[src/rtl/bra_pkg.sv]
// Shared types and constants for the resource admission unit.
`default_nettype none
package bra_pkg;

  localparam int unsigned CustomersDef  = 5;
  localparam int unsigned ResourcesDef  = 4;
  localparam int unsigned CountWidthDef = 8;
  localparam int unsigned NumAmounts    = 4;
  localparam int unsigned AmountWidth   = 8;
  localparam int unsigned CustWidth     = 3;

  typedef enum logic [1:0] {
    CMD_LOAD_MAX  = 2'd0,
    CMD_LOAD_FREE = 2'd1,
    CMD_REQUEST   = 2'd2,
    CMD_RELEASE   = 2'd3
  } cmd_e;

  typedef enum logic [2:0] {
    ST_GRANTED  = 3'd0,
    ST_CLAIM    = 3'd1,
    ST_FREE     = 3'd2,
    ST_UNSAFE   = 3'd3,
    ST_DONE     = 3'd4,
    ST_BADCUST  = 3'd5
  } status_e;

  typedef struct packed {
    logic [1:0]             command;
    logic [CustWidth-1:0]   customer;
    logic [AmountWidth-1:0] amount_0;
    logic [AmountWidth-1:0] amount_1;
    logic [AmountWidth-1:0] amount_2;
    logic [AmountWidth-1:0] amount_3;
  } req_t;

  typedef struct packed {
    logic [2:0]             status;
    logic [AmountWidth-1:0] free_0;
    logic [AmountWidth-1:0] free_1;
    logic [AmountWidth-1:0] free_2;
    logic [AmountWidth-1:0] free_3;
  } rsp_t;

  typedef enum logic [3:0] {
    S_IDLE,
    S_RD,
    S_CHK,
    S_APPLY,
    S_SCAN_RD,
    S_SCAN,
    S_PASS_END,
    S_ROLLBACK,
    S_OUT
  } state_e;

endpackage
`default_nettype wire

[src/rtl/bankers_resource_admission_unit.sv]
// Banker's algorithm admission unit: command sequencer around the row memory.
//
// One command item in on req_valid_i/req_ready_o, one response item out on
// rsp_valid_o/rsp_ready_i. Each item carries a command (load claim row, load
// free vector, request, release), a customer and four amounts; each response
// carries a status and the free vector after the command.
// Claim and held rows live in one synchronous memory. A request that reaches
// the safety check runs passes over all rows, each row read in S_SCAN_RD and
// checked in S_SCAN and each pass ended in S_PASS_END, until all customers
// finish or a pass finishes no new one: up to CUSTOMERS passes.
// One item is in work at a time.
// Reset clears the free vector and the memory through a sweep over all rows,
// during which no item is taken. The response waits in its register
// while the receiver stalls; the next item is taken once it has left.
`default_nettype none
module bankers_resource_admission_unit #(
  parameter int unsigned Customers  = bra_pkg::CustomersDef,
  parameter int unsigned Resources  = bra_pkg::ResourcesDef,
  parameter int unsigned CountWidth = bra_pkg::CountWidthDef
) (
  input  wire logic         clk_i,
  input  wire logic         rst_ni,
  input  wire logic         req_valid_i,
  output logic              req_ready_o,
  input  wire bra_pkg::req_t req_i,
  output logic              rsp_valid_o,
  input  wire logic         rsp_ready_i,
  output bra_pkg::rsp_t     rsp_o
);

  localparam int unsigned Aw  = (Customers > 1) ? $clog2(Customers) : 1;
  localparam int unsigned Kw  = bra_pkg::CustWidth;
  localparam int unsigned Cw  = CountWidth;
  localparam int unsigned Ww  = Cw + $clog2(Customers + 1);
  localparam int unsigned Rw  = 2 * Resources * Cw;
  localparam int unsigned Aa  = bra_pkg::AmountWidth;
  localparam int unsigned Pw  = $clog2(Customers + 2);
  localparam logic [Cw-1:0] CountMax = {Cw{1'b1}};

  bra_pkg::state_e state_q, state_d;
  logic            clearing_q;
  logic [Aw-1:0]   clr_q;
  logic [Cw-1:0]   free_q [Resources];
  logic [Cw-1:0]   free_d [Resources];
  logic [Ww-1:0]   work_q [Resources];
  logic [Ww-1:0]   work_d [Resources];
  logic [Cw-1:0]   amt_q [Resources];
  logic [1:0]      cmd_q;
  logic [Kw-1:0]   cust_q;
  logic [Customers-1:0] done_q, done_d;
  logic            prog_q, prog_d;
  logic [Aw-1:0]   idx_q, idx_d;
  logic [Pw-1:0]   pass_q, pass_d;
  logic [2:0]      status_q, status_d;
  logic            rsp_valid_q;

  logic            we;
  logic [Aw-1:0]   waddr, raddr;
  logic [Rw-1:0]   wdata, rdata;
  logic [Cw-1:0]   claim_r [Resources];
  logic [Cw-1:0]   held_r [Resources];
  logic [Aa-1:0]   amt_in [bra_pkg::NumAmounts];
  logic            cust_ok;

  bra_table #(.Customers(Customers), .RowWidth(Rw)) u_table (
    .clk_i   (clk_i),
    .we_i    (we),
    .waddr_i (waddr),
    .wdata_i (wdata),
    .raddr_i (raddr),
    .rdata_o (rdata)
  );

  assign amt_in[0] = req_i.amount_0;
  assign amt_in[1] = req_i.amount_1;
  assign amt_in[2] = req_i.amount_2;
  assign amt_in[3] = req_i.amount_3;

  always_comb begin
    for (int r = 0; r < Resources; r++) begin
      claim_r[r] = rdata[(2*r+1)*Cw +: Cw];
      held_r[r]  = rdata[(2*r)*Cw +: Cw];
    end
  end

  assign cust_ok     = ({1'b0, cust_q} < (Kw+1)'(Customers));
  assign req_ready_o = (state_q == bra_pkg::S_IDLE) && !clearing_q && !rsp_valid_q;
  assign rsp_valid_o = rsp_valid_q;

  always_comb begin
    logic [Cw:0]   need;
    logic          fits;
    logic          claim_bad, free_bad;
    logic [Cw:0]   sum;
    logic [Cw-1:0] give;
    state_d  = state_q;
    done_d   = done_q;
    prog_d   = prog_q;
    idx_d    = idx_q;
    pass_d   = pass_q;
    status_d = status_q;
    we       = 1'b0;
    waddr    = cust_q[Aw-1:0];
    wdata    = '0;
    raddr    = cust_q[Aw-1:0];
    need      = '0;
    fits      = 1'b1;
    claim_bad = 1'b0;
    free_bad  = 1'b0;
    sum       = '0;
    give      = '0;
    for (int r = 0; r < Resources; r++) begin
      free_d[r] = free_q[r];
      work_d[r] = work_q[r];
    end
    if (clearing_q) begin
      we    = 1'b1;
      waddr = clr_q;
    end
    case (state_q)
      bra_pkg::S_IDLE: begin
        if (req_valid_i && req_ready_o) begin
          if (req_i.command == bra_pkg::CMD_LOAD_FREE) begin
            for (int r = 0; r < Resources; r++) begin
              free_d[r] = (Aa > Cw && amt_in[r] > Aa'(CountMax)) ? CountMax : Cw'(amt_in[r]);
            end
            status_d = bra_pkg::ST_DONE;
            state_d  = bra_pkg::S_OUT;
          end else begin
            state_d = bra_pkg::S_RD;
          end
        end
      end
      bra_pkg::S_RD: begin
        if (!cust_ok) begin
          status_d = bra_pkg::ST_BADCUST;
          state_d  = bra_pkg::S_OUT;
        end else begin
          state_d = bra_pkg::S_CHK;
        end
      end
      bra_pkg::S_CHK: begin
        status_d = bra_pkg::ST_DONE;
        state_d  = bra_pkg::S_OUT;
        if (cmd_q == bra_pkg::CMD_LOAD_MAX) begin
          we = 1'b1;
          for (int r = 0; r < Resources; r++) begin
            wdata[(2*r+1)*Cw +: Cw] = amt_q[r];
            wdata[(2*r)*Cw +: Cw]   = held_r[r];
          end
        end else if (cmd_q == bra_pkg::CMD_RELEASE) begin
          we = 1'b1;
          for (int r = 0; r < Resources; r++) begin
            give = (amt_q[r] > held_r[r]) ? held_r[r] : amt_q[r];
            wdata[(2*r+1)*Cw +: Cw] = claim_r[r];
            wdata[(2*r)*Cw +: Cw]   = held_r[r] - give;
            sum = {1'b0, free_q[r]} + {1'b0, give};
            free_d[r] = sum[Cw] ? CountMax : sum[Cw-1:0];
          end
        end else begin
          for (int r = 0; r < Resources; r++) begin
            need = (claim_r[r] > held_r[r]) ? {1'b0, claim_r[r] - held_r[r]} : '0;
            if ({1'b0, amt_q[r]} > need) claim_bad = 1'b1;
            if (amt_q[r] > free_q[r]) free_bad = 1'b1;
          end
          if (claim_bad) begin
            status_d = bra_pkg::ST_CLAIM;
          end else if (free_bad) begin
            status_d = bra_pkg::ST_FREE;
          end else begin
            // apply tentatively, then start the safety scan
            we = 1'b1;
            for (int r = 0; r < Resources; r++) begin
              wdata[(2*r+1)*Cw +: Cw] = claim_r[r];
              wdata[(2*r)*Cw +: Cw]   = held_r[r] + amt_q[r];
              free_d[r] = free_q[r] - amt_q[r];
              work_d[r] = Ww'(free_q[r] - amt_q[r]);
            end
            done_d  = '0;
            prog_d  = 1'b0;
            idx_d   = '0;
            pass_d  = '0;
            state_d = bra_pkg::S_SCAN_RD;
          end
        end
      end
      bra_pkg::S_SCAN_RD: begin
        raddr   = idx_q;
        state_d = bra_pkg::S_SCAN;
      end
      bra_pkg::S_SCAN: begin
        if (!done_q[idx_q]) begin
          for (int r = 0; r < Resources; r++) begin
            need = (claim_r[r] > held_r[r]) ? {1'b0, claim_r[r] - held_r[r]} : '0;
            if (Ww'(need) > work_q[r]) fits = 1'b0;
          end
          if (fits) begin
            done_d[idx_q] = 1'b1;
            prog_d        = 1'b1;
            for (int r = 0; r < Resources; r++) begin
              work_d[r] = work_q[r] + Ww'(held_r[r]);
            end
          end
        end
        if ({1'b0, idx_q} == (Aw+1)'(Customers - 1)) begin
          state_d = bra_pkg::S_PASS_END;
        end else begin
          idx_d   = idx_q + Aw'(1);
          state_d = bra_pkg::S_SCAN_RD;
        end
      end
      bra_pkg::S_PASS_END: begin
        if (&done_q) begin
          status_d = bra_pkg::ST_GRANTED;
          state_d  = bra_pkg::S_OUT;
        end else if (!prog_q) begin
          raddr   = cust_q[Aw-1:0];
          state_d = bra_pkg::S_ROLLBACK;
        end else begin
          prog_d  = 1'b0;
          idx_d   = '0;
          pass_d  = pass_q + Pw'(1);
          state_d = bra_pkg::S_SCAN_RD;
        end
      end
      bra_pkg::S_ROLLBACK: begin
        we = 1'b1;
        for (int r = 0; r < Resources; r++) begin
          wdata[(2*r+1)*Cw +: Cw] = claim_r[r];
          wdata[(2*r)*Cw +: Cw]   = held_r[r] - amt_q[r];
          free_d[r] = free_q[r] + amt_q[r];
        end
        status_d = bra_pkg::ST_UNSAFE;
        state_d  = bra_pkg::S_OUT;
      end
      bra_pkg::S_OUT: begin
        state_d = bra_pkg::S_IDLE;
      end
      default: begin
        state_d = bra_pkg::S_IDLE;
      end
    endcase
  end

  always_ff @(posedge clk_i or negedge rst_ni) begin
    if (!rst_ni) begin
      state_q     <= bra_pkg::S_IDLE;
      clearing_q  <= 1'b1;
      clr_q       <= '0;
      rsp_valid_q <= 1'b0;
      done_q      <= '0;
      prog_q      <= 1'b0;
      idx_q       <= '0;
      pass_q      <= '0;
      status_q    <= bra_pkg::ST_DONE;
      for (int r = 0; r < Resources; r++) begin
        free_q[r] <= '0;
      end
    end else begin
      state_q  <= state_d;
      done_q   <= done_d;
      prog_q   <= prog_d;
      idx_q    <= idx_d;
      pass_q   <= pass_d;
      status_q <= status_d;
      for (int r = 0; r < Resources; r++) begin
        free_q[r] <= free_d[r];
      end
      if (clearing_q) begin
        if ({1'b0, clr_q} == (Aw+1)'(Customers - 1)) begin
          clearing_q <= 1'b0;
        end else begin
          clr_q <= clr_q + Aw'(1);
        end
      end
      if (state_q == bra_pkg::S_OUT) begin
        rsp_valid_q <= 1'b1;
      end else if (rsp_ready_i) begin
        rsp_valid_q <= 1'b0;
      end
    end
  end

  // item payload and scratch registers
  always_ff @(posedge clk_i) begin
    if (req_valid_i && req_ready_o) begin
      cmd_q  <= req_i.command;
      cust_q <= req_i.customer;
      for (int r = 0; r < Resources; r++) begin
        amt_q[r] <= (Aa > Cw && amt_in[r] > Aa'(CountMax)) ? CountMax : Cw'(amt_in[r]);
      end
    end
    for (int r = 0; r < Resources; r++) begin
      work_q[r] <= work_d[r];
    end
  end

  always_comb begin
    logic [Aa-1:0] f [bra_pkg::NumAmounts];
    for (int j = 0; j < bra_pkg::NumAmounts; j++) begin
      f[j] = '0;
    end
    for (int r = 0; r < Resources; r++) begin
      f[r] = Aa'(free_q[r]);
    end
    rsp_o.status = status_q;
    rsp_o.free_0 = f[0];
    rsp_o.free_1 = f[1];
    rsp_o.free_2 = f[2];
    rsp_o.free_3 = f[3];
  end

  a_no_accept_busy : assert property (@(posedge clk_i) disable iff (!rst_ni)
    (state_q != bra_pkg::S_IDLE) |-> !req_ready_o)
    else $error("item taken while busy");
  a_pass_bound : assert property (@(posedge clk_i) disable iff (!rst_ni)
    ({1'b0, pass_q} <= (Pw+1)'(Customers)))
    else $error("safety scan ran too many passes");
  a_rsp_hold : assert property (@(posedge clk_i) disable iff (!rst_ni)
    (rsp_valid_o && !rsp_ready_i) |=> (rsp_valid_o && $stable(rsp_o)))
    else $error("response changed while stalled");
  a_no_rsp_clear : assert property (@(posedge clk_i) disable iff (!rst_ni)
    clearing_q |-> (state_q == bra_pkg::S_IDLE))
    else $error("work during clearing sweep");

endmodule
`default_nettype wire

[src/rtl/bra_table.sv]
// Customer row memory: claim and held rows, one synchronous read and one write port.
`default_nettype none
module bra_table #(
  parameter int unsigned Customers  = bra_pkg::CustomersDef,
  parameter int unsigned RowWidth   = 32,
  localparam int unsigned AddrWidth = (Customers > 1) ? $clog2(Customers) : 1
) (
  input  wire logic                 clk_i,
  input  wire logic                 we_i,
  input  wire logic [AddrWidth-1:0] waddr_i,
  input  wire logic [RowWidth-1:0]  wdata_i,
  input  wire logic [AddrWidth-1:0] raddr_i,
  output logic      [RowWidth-1:0]  rdata_o
);

  logic [RowWidth-1:0] mem_q [Customers];

  always_ff @(posedge clk_i) begin
    if (we_i) begin
      mem_q[waddr_i] <= wdata_i;
    end
  end

  always_ff @(posedge clk_i) begin
    rdata_o <= mem_q[raddr_i];
  end

endmodule
`default_nettype wire

[config.mk]
export PLATFORM = sky130hd
export DESIGN_NAME = bankers_resource_admission_unit
export DESIGN_NICKNAME = d
export VERILOG_FILES = /design/src/rtl/bra_pkg.sv /design/src/rtl/bankers_resource_admission_unit.sv /design/src/rtl/bra_table.sv
export SDC_FILE = /design/constraint.sdc
export NUM_CORES = 1
export LEC_CHECK = 0
export ABC_AREA = 1
export BUFFER_PORTS_ARGS = -buffer_cell sky130_fd_sc_hd__clkbuf_2
export CORE_ASPECT_RATIO = 1.4
export CORE_UTILIZATION = 55
export DETAILED_ROUTE_END_ITERATION = 12
export HOLD_SLACK_MARGIN = 0.15
export PLACE_DENSITY = 0.71
export SLEW_MARGIN = 40
export SYNTH_ARGS = -nofsm -noshare
export SYNTH_HDL_FRONTEND = slang
export SYNTH_HIERARCHICAL = 1
export SYNTH_SLANG_ARGS = --single-unit
[constraint.sdc]
create_clock -name clk_i -period 19.1 [get_ports clk_i]
set_input_delay 3.82 -clock clk_i [delete_from_list [all_inputs] [get_ports clk_i]]
set_output_delay 3.82 -clock clk_i [all_outputs]
set_load 0.02 [all_outputs]
# Yosys cells after proc, flatten, opt, wreduce, memory -nomap -nowiden
# Memories as Yosys holds them, arrays and structs flattened. A register that Yosys moved wholly into a read port is not among the register bits.
# Cells that the tools add are included.
# word_totals
register_bits	58
ram_bits	396
inputBits	41
out_inout_bits	37
word_cells	240
n_memories	3
# mem_list
memory	words	width	rd	rd_ports_with_merged_regs	wr	line	text
u_table.mem_q	5	64	1	1	1	bra_table.sv:16	logic [RowWidth-1:0] mem_q [Customers];
work_q	4	11	4	0	4	bankers_resource_admission_unit.sv:45	logic [Ww-1:0] work_q [Resources];
amt_q	4	8	4	0	4	bankers_resource_admission_unit.sv:47	logic [Cw-1:0] amt_q [Resources];
# op_classes
add_sub_neg	38
n_lt_le_gt_ge	23
eq_ne	26
n_mux	114
bitwise_logic	2
n_reduce_logical	20
# op_table
cell	count
$mux W44	6
$mux W64	4
$mux W32	6
$pmux W64 S2	1
$sub A8 B8 Y8	16
$gt A8 B8 Y1	12
$mux W8	12
$pmux W32 S3	1
$pmux W44 S2	1
$add A8 B8 Y8	8
$mux W3	17
$add A11 B8 Y11	4
$gt A8 B11 Y1	4
$mux W1	42
$add A8 B8 Y9	4
$gt A8 B9 Y1	4
$sub A8 B8 Y9	4
$mux W4	8
$mux W5	6
$pmux W4 S7	1
$ne A2 B2 Y1 const B	11
$eq A4 B3 Y1 const B	4
$reduce_and A8 Y1	2
$pmux W3 S5	1
other kinds (32)	44

# Logic depth before layout (Yosys ltp)
# Gate-level depths: netlist (run 1).
# logic_depth
word_depth	16
depth_mapped	30
mapped_depth_nobuf	29

# By module
# Netlist (run 1), hierarchy kept.
# by_module_without_submodules
module	n_inst	cells_each	area_per_inst_um2	seq_area_each_um2
bankers_resource_admission_unit	1	3272	21185.3	3761.1
bra_table	1	1348	14769.2	10890.4

# Least setup slack after synthesis (run 1)
# Ideal clock, no wire load.
# synth_timing
path_kind	reg2reg
from	register u_table.rdata_o[49] (read register of u_table.mem_q)
to	memory u_table/mem_q[4][0] (netlist bit) (enable)
setup_time_ps	565
arrival_ps	7769
required_ps	18535
path_slack_ps	10766
path_stages_with_launch	27
n_path_buf	0
synth_period_minus_slack_ps	8334
cell_sequence	dfxtp_1 > inv_1 > fa_1 > nand3_1 > nand3_1 > nand2_1 > nand2_1 > a21oi_1 > nor2_1 > o21ai_0 > nand2_1 > nand2_1 > inv_1 > nand3_1 > ha_1 > a21o_1 > a21oi_1 > nand3_1 > nand2_1 > inv_1 > nor2_4 > nand2_1 > nand3_1 > nand2_1 > nand3_1 > nand2_1 > nor3_1
# synth_via
elab_chain_cells	13
word_cells_on_any_way	14
classes_between	add/sub (1); order compare (2); mux (11)
# synth_rtl
item	line	text
start, declared	bra_table.sv:13	output logic [RowWidth-1:0] rdata_o
$sub A8 B8 Y8 / $gt A8 B8 Y1 (equally long branches)	bankers_resource_admission_unit.sv:162	need = (claim_r[r] > held_r[r]) ? {1'b0, claim_r[r] - held_r[r]} : '0;
$mux W8 (*)	bankers_resource_admission_unit.sv:162	
$gt A8 B9 Y1 (*)	bankers_resource_admission_unit.sv:163	if ({1'b0, amt_q[r]} > need) claim_bad = 1'b1;
$mux W1 (*)	bankers_resource_admission_unit.sv:163	
$mux W1 (*)	bankers_resource_admission_unit.sv:151	end else if (cmd_q == bra_pkg::CMD_RELEASE) begin
$mux W1 (*)	bankers_resource_admission_unit.sv:145	if (cmd_q == bra_pkg::CMD_LOAD_MAX) begin
$mux W1 (*)	bankers_resource_admission_unit.sv:120	case (state_q)
$mux W1 (*)	bankers_resource_admission_unit.sv:166	if (claim_bad) begin
$mux W1 (*)	bankers_resource_admission_unit.sv:151	
$mux W1 (*)	bankers_resource_admission_unit.sv:145	
$pmux W1 S2 (*)	bankers_resource_admission_unit.sv:120	
named net we	bankers_resource_admission_unit.sv:57	logic we;
$mux W1 (*)	bra_table.sv:19	if (we_i) begin
$mux W1 (implied by the code) (*)	bra_table.sv:20	mem_q[waddr_i] <= wdata_i;
end, declared	bra_table.sv:16	
# Mark *: on every way through the listed nets, which the timed path passes. The rest lies on a longest branch. The select of a mux whose other input is x is not followed.

# Worst setup path in the final report (run 1)
# layout_timing
from	register u_table.rdata_o[49] (read register of u_table.mem_q)
to	memory u_table/mem_q[4][4] (netlist bit) (enable)
# Same word-level chain as after synthesis.

==> metrics, run 1 <==
Switch Pwr=roughly 2.8 mW; Inserted Clock Buffers=about 50; Worst-path clk slew=0.08 ns; RD Place Congestion=0.965; antenna viol nets, final=0; htree depth=2; Top Ports=78; TNS Setup=0 ns; TritonCTS clock tree=done; synthesized area=36000 µm²; Die Y=305 µm; unrepaired setup endpoints after global routing=false; hold-fix buffer count after cts=0; Final Hold Viols=0; GRT Total Usage=0.293; Bufs and invs on worst path=5; Cell Area, Placed=37000 µm²; largest net degree at the start of global routing=about 110; drt total wl=97.2 mm; Gate power share=0.548; Max Fclk=about 170 MHz; total power=6.00 mW; Most used DFF post-synth=edfxtp_1; # diodes=0; DRT iter0 DRCs=2446; antenna violations before repair=0; fraction of registers with async set/reset=0.102; number of synthesized register bits=518; cell count after synthesis=4620; Max FO, Critical Path=64; Crit-path slowest cell=buf_4; # placed instances=roughly 5400; design area=38800 µm²; Setup CP Type=flip-flop to flip-flop; cell row count=110; VDD IR-drop max=0.000143 V; Placeable Area=64400 µm²; worst relative slew slack=0.416; vias in the first global route=between 20000 and 30000; ratio of cells with drive above 1 in the final layout=0.0589; outcome=finished, final reports clean; Overflow after GRT=0; synthesis-to-layout area growth=7.81%; drt wl/cell=17.7 µm; Hold Crit Class=flip-flop to flip-flop; Synth top area share=0.335; Vias=30300; Req. time, crit path=slightly below 20 ns; Max clock buf depth=3; Total Nets Final=5010; area leader, netlist=edfxtp_1; clk_lat worst skew=0.65 ns; mean number of vias per cell=about 5.5; crit path launch type=flip-flop; P per Cell Area=155 nW/µm²; Avg Cell Area, Syn=7.78 µm²; PostCTS Resize Cnt=0; Final Slew Violations=0; commonest non-fill, non-tap cell in the layout=nand2_1; # DRC=0; hold slack=0.447 ns; Int Power=3.15 mW; min cycle time layout=~5.9 ns; Maximum Capacitance Violations=0; Die X=218 µm; clock power share=0.181; worst path arrival time=6.13 ns; sequential share of the synthesized area=0.408; synth warn=6; Seq pwr share=0.271; post-CTS setup buffers=0; clk sink count=slightly above 500; Sw Share=0.474; Syn Nets=5005; drt pass-1 iters=6; Port Buffer Count=77; most frequent cells in the layout=1368 x nand2_1, 742 x inv_1, 401 x nand3_1, 401 x edfxtp_1, 312 x ha_1; Tcrit/Tclk final=0.308; die area=66400 µm²; CP endpoint kind=flip-flop; endpoints failing setup=0; synth top area cells=edfxtp_1 33%, nand2_1 14%, ha_1 11%; Post-DP HPWL=70.3 mm; critical path's most frequent cell=nand2_1; first-pass GRT wire length=152 mm; Worst path top cell family by delay=simple AND/OR/NAND/NOR gates; leakage power=19.1 nW; Final Util=0.602; worst slew pin tran=0.867 ns; Cell variety after synth=50; max incr delay on CP=0.62 ns; setup ws final=13.22 ns; Worst Clk Skew=0.0345 ns; clock root cell=clkbuf_16; Post-Place Setup Slack=roughly 13 ns; Starting Density=0.558; EDFF count, synth=between 400 and 500; post-route insts no fill=5505
## registers in the layout, indices dropped and copies added (netlist names)
register and flops:
idx_q 3, done_q 5, work_q 44, clearing_q 1, amt_q 32, cust_q 3, clr_q 3, status_q 3
state_q 4, rsp_o 32, rsp_valid_o 1, u_table/rdata_o 64, u_table/mem_q 320, cmd_q 2, prog_q 1
## area by class of cell
cell class,instances,area [µm²]
clock inverters,28,415
fillers,5881,25600
well taps,840,1050
multi-input cells,3197,17800
clock buffers,63,1350
flip-flops and latches,518,14700
inverters,754,2840
repair buffers,105,629
## final timing paths
| check | start | to | slack [ns] | cells past startpoint |
|---|---|---|---|---|
| setup / recovery | u_table/rdata_o[49] | u_table/mem_q[4][4] | 13.22 | 28 |
| hold / removal | u_table/mem_q[4][45] | u_table/rdata_o[45] | 0.45 | 2 |
| setup reg to reg | u_table/rdata_o[49] | u_table/mem_q[4][4] | 13.22 | 28 |
| hold reg to reg | u_table/mem_q[4][45] | u_table/rdata_o[45] | 0.45 | 2 |
| max in group asynchronous | rst_ni | rsp_o[21] | 15.27 | 2 |
| min in group asynchronous | rst_ni | rsp_o[29] | 3.32 | 2 |
## synthesized netlist by cell type, types with 2 or more instances
master,number
nand3_2,3
xor2_1,38
or3_1,3
buf_6,5
a31oi_1,18
nand2_1,1369
a21oi_1,258
or2_2,31
nand4_1,110
fa_1,32
nand3_4,2
buf_4,22
dfrtp_1,51
dfxtp_1,64
nor2_1,187
a211oi_1,2
dfstp_2,2
inv_1,743
nor3_1,24
edfxtp_1,401
nor3_2,3
a21boi_0,10
xnor2_1,24
o21ai_2,11
clkbuf_2,2
buf_1,16
o21ai_0,241
inv_2,11
nand3_1,401
nand3b_1,20
a21o_1,20
o211ai_1,10
o21ai_1,9
o21bai_1,27
clkbuf_1,65
o21bai_2,7
nor2_2,4
buf_2,41
o22ai_1,11
ha_1,312
## per-layer routing
layer  global-route usage  part of all wire  wire (µm)
met1                0.418              0.45      43600
met2                0.463              0.45      43600
met3               0.0368             0.074       7200
met4               0.0937             0.030       2880
met5                    0                 0          0
## worst min-delay path, delay by kind of cell (launching register included)
kind / cells / cell delay, ns
AND/OR/NAND/NOR: 2 / 0.11
flip-flops: 1 / 0.32
## power by group through the flow
stage	Combinational (mW)	Clock, mW	Sequential, mW
2_1_floorplan	2.42	0	1.58
3_3_place_gp	3.18	0	1.64
3_5_place_dp	3.21	0	1.64
4_1_cts	3.24	1.09	1.62
5_1_grt	3.71	1.13	1.64
6_report	3.29	1.08	1.63
## cell families after synthesis
family	after synthesis	synth area share
AND/OR/NAND/NOR	2164	0.256
buffers and inverters	905	0.0993
AO/OA/AOI/OAI	627	0.0957
flip-flops	518	0.408
adder cells (fa/ha/maj)	344	0.126
XOR/XNOR	62	0.0151
Power figures use the tool's default switching activity.
==> run 2, diff against run 1 <==
--- a/config.mk
+++ b/config.mk
@@ -5,7 +5,7 @@
 export SDC_FILE = /design/constraint.sdc
 export NUM_CORES = 1
 export LEC_CHECK = 0
-export ABC_AREA = 1
+export ABC_AREA = 0
 export BUFFER_PORTS_ARGS = -buffer_cell sky130_fd_sc_hd__clkbuf_2
 export CORE_ASPECT_RATIO = 1.4
 export CORE_UTILIZATION = 55
==> constraint.sdc (replaced) <==
create_clock -name clk_i -period 5.51 [get_ports clk_i]
set_input_delay 1.102 -clock clk_i [delete_from_list [all_inputs] [get_ports clk_i]]
set_output_delay 1.102 -clock clk_i [all_outputs]
set_load 0.02 [all_outputs]
==> metrics, run 2 <==
Max clock buf depth=3; GRT Total Usage=0.300; Placeable Area=58700 µm²; leakage power=approximately 15 nW; max FFs per register=320; Most used DFF post-synth=edfxtp_1; synthesis-to-layout area growth=11.1%; antenna violations before repair=4; fraction of registers with async set/reset=0.102; Largest regs=u_table/mem_q (320), u_table/rdata_o (64), work_q (44); EDFF count, synth=401; min cycle time layout=5.18 ns; sequential share of the synthesized area=0.448; drt wl/cell=22.9 µm; Cell variety after synth=86; area leader, netlist=edfxtp_1; ratio of cells with drive above 1 in the final layout=0.112; Die Y=between 200 and 300 µm; Gate power share=0.591; cell count after synthesis=3064; count leader, synth=edfxtp_1; Hold Crit Class=flip-flop to flip-flop; die area=60500 µm²; cell row count=~110; endpoints failing setup=0; Max Fclk=roughly 190 MHz; most frequent cells in the layout=401 x edfxtp_1, 310 x ha_1, 257 x inv_1; P per Cell Area=644 nW/µm²; Avg Cell Area, Syn=10.7 µm²; FF-to-FF setup slack=around 0.33 ns; number of synthesized register bits=518; synthesized area=32700 µm²; CP endpoint kind=flip-flop; clk_lat worst skew=0.62 ns; TNS Setup=0 ns; Commonest cells post-synth=401 x edfxtp_1, 312 x ha_1, 259 x inv_1; Final Hold Viols=0; Top Ports=78; Sw Share=0.445; Int Power=13.0 mW; fill cell count=4615; Overflow after GRT=0; synth top area cells=edfxtp_1 37%, ha_1 12%, dfxtp_1 3.9%; commonest non-fill, non-tap cell in the layout=edfxtp_1; Worst-path clk slew=0.07 ns; largest net degree at the start of global routing=between 100 and 150; crit path launch type=flip-flop; main combinational cell family by area after synthesis=compound AO/OA/AOI/OAI gates; worst relative slew slack=0.451; Syn Nets=3449; Vias=between 20000 and 25000; Worst Clk Skew=about 0.035 ns; Reg with most FFs=u_table/mem_q; DRT iter0 DRCs=approximately 2000; Seq pwr share=0.245; mean number of vias per cell=6.23; adder-cell area share of the yosys netlist=0.139; Post-DP HPWL=roughly 65 mm; Maximum Capacitance Violations=0; Req. time, crit path=about 5.8 ns; antenna viol nets, final=0; clock root cell=clkbuf_16; clock power share=0.163; VDD IR-drop max=roughly 0.00058 V; Port Buffer Count=77; Setup CP Type=flip-flop to flip-flop; post-synthesis compound-gate area fraction=0.177; drt pass-1 iters=6; Total Nets Final=3551; # DRC=0; clk sink count=518; Die X=208 µm; total power=about 23 mW; Max FO, Critical Path=48; post-CTS setup buffers=0; hold slack=roughly 0.5 ns; worst path arrival time=5.44 ns; synth warn=6; unrepaired setup endpoints after global routing=false; worst slew pin tran=0.820 ns; Simple-Gate Fraction of Synth Area=0.105; mux share of post-synthesis cell area=0.0341; Final Slew Violations=0; htree depth=2; design area=36400 µm²; Starting Density=0.557; first-pass GRT wire length=140 mm; Tcrit/Tclk final=0.940; Cell Area, Placed=roughly 34000 µm²; drt total wl=90.8 mm; RD Place Congestion=0.909; TritonCTS clock tree=done; XOR/XNOR share of the synthesized area=0.0474; vias in the first global route=25200; outcome=finished, final reports clean; Synth top area share=0.368; Inserted Clock Buffers=52; Switch Pwr=10.4 mW
==> run 2: changes by cell type in the layout (fill, tap and decap cells not counted), moves of 64 or more <==
cell	before	now
xnor2_1	24	103
a21oi_1	258	126
a221oi_1	0	64
mux2i_1	0	69
inv_1	742	257
nor2b_1	0	131
a211oi_1	2	89
nand4_1	110	17
nand2_1	1368	160
nand3_1	401	25
buf_4	19	84
==> run 2: critical path: stages (launching register included) <==
cell and delay, ns:
dfxtp_2 0.37, ha_4 0.18, fa_2 0.37, nor2b_1 0.12, o21ai_1 0.09, a21boi_1 0.17
o21a_1 0.14, nor2_1 0.05, nand2b_1 0.15, a21oi_2 0.39, nand2_1 0.12, ha_1 0.24
a211o_1 0.28, a221oi_2 0.29, o21ai_1 0.08, o21ai_1 0.34, nand4_4 0.29, nor2_8 0.19
o21ai_2 0.08, nand2_2 0.16, nor4bb_4 0.31, buf_12 0.34
==> run 2: per-layer routing <==
layer | wire [µm] | GRT usage | vias up | share of wire
met4 | 3440 | 0.119 | 4 | 0.038
met2 | 43900 | 0.516 | 889 | 0.48
met3 | 5860 | 0.0386 | 207 | 0.064
li1 | - | - | 11500 | -
met5 | 33 | 0 | - | 0.00036
met1 | 37500 | 0.382 | 12100 | 0.41
==> run 2: final timing paths <==
check | startpoint | end | cells after the start
min in group asynchronous | rst_ni | rsp_o[18] | 2
worst min-delay path | u_table/mem_q[4][54] | u_table/rdata_o[54] | 2
worst min register to register | u_table/mem_q[4][54] | u_table/rdata_o[54] | 2
worst max-delay path | u_table/rdata_o[32] | u_table/mem_q[1][29] | 21
max in group asynchronous | rst_ni | rsp_o[10] | 2
worst max register to register | u_table/rdata_o[32] | u_table/mem_q[1][29] | 21
==> run 2: layout make-up <==
cell class | count | area, µm² | share of cell area
sequential | 518 | 14700 | 0.403
antenna | 2 | 5.00 | 0.000138
clock buffer | 64 | 1440 | 0.0395
inverter | 259 | 972 | 0.0267
tap | 749 | 937 | 0.0258
clock inverter | 32 | 414 | 0.0114
multi-input combinational | 2161 | 16700 | 0.459
timing repair buffer | 174 | 1270 | 0.0348
==> run 2: cells by family (layout without fill, tap and decap cells) <==
| logic type | count (synthesis) | count (layout) |
|---|---|---|
| compound gates | 853 | 853 |
| xor+xnor | 177 | 177 |
| fa+ha+maj | 344 | 344 |
| buf+inv | 385 | 529 |
| flops | 518 | 518 |
| mux | 100 | 100 |
| other cells | 0 | 2 |
| simple gates | 687 | 687 |
==> run 2: power by group through the flow <==
stage	registers [mW]	logic, mW	clock network [mW]
6_report	5.75	13.9	3.83
5_1_grt	5.80	15.3	4.01
4_1_cts	5.72	13.7	3.88
3_5_place_dp	5.80	13.6	0
3_3_place_gp	5.77	13.2	0
2_1_floorplan	5.71	10.1	0
==> run 2: stage by stage <==
| step | utilization | setup slack, ns | std cells |
|---|---|---|---|
| floorplan | - | -0.679 | 3064 |
| global placement | 0.587 | 0.500 | 3860 |
| detailed placement | 0.587 | 0.339 | 3860 |
| CTS | 0.618 | 0.266 | 3956 |
| global route | 0.619 | 0.0438 | 3959 |
| finish | 0.619 | 0.333 | 3959 |
==> run 2: timing repair <==
action,CTS,global route
resized for setup,0,1
hold buffers,0,0
setup endpoints to repair,0,57
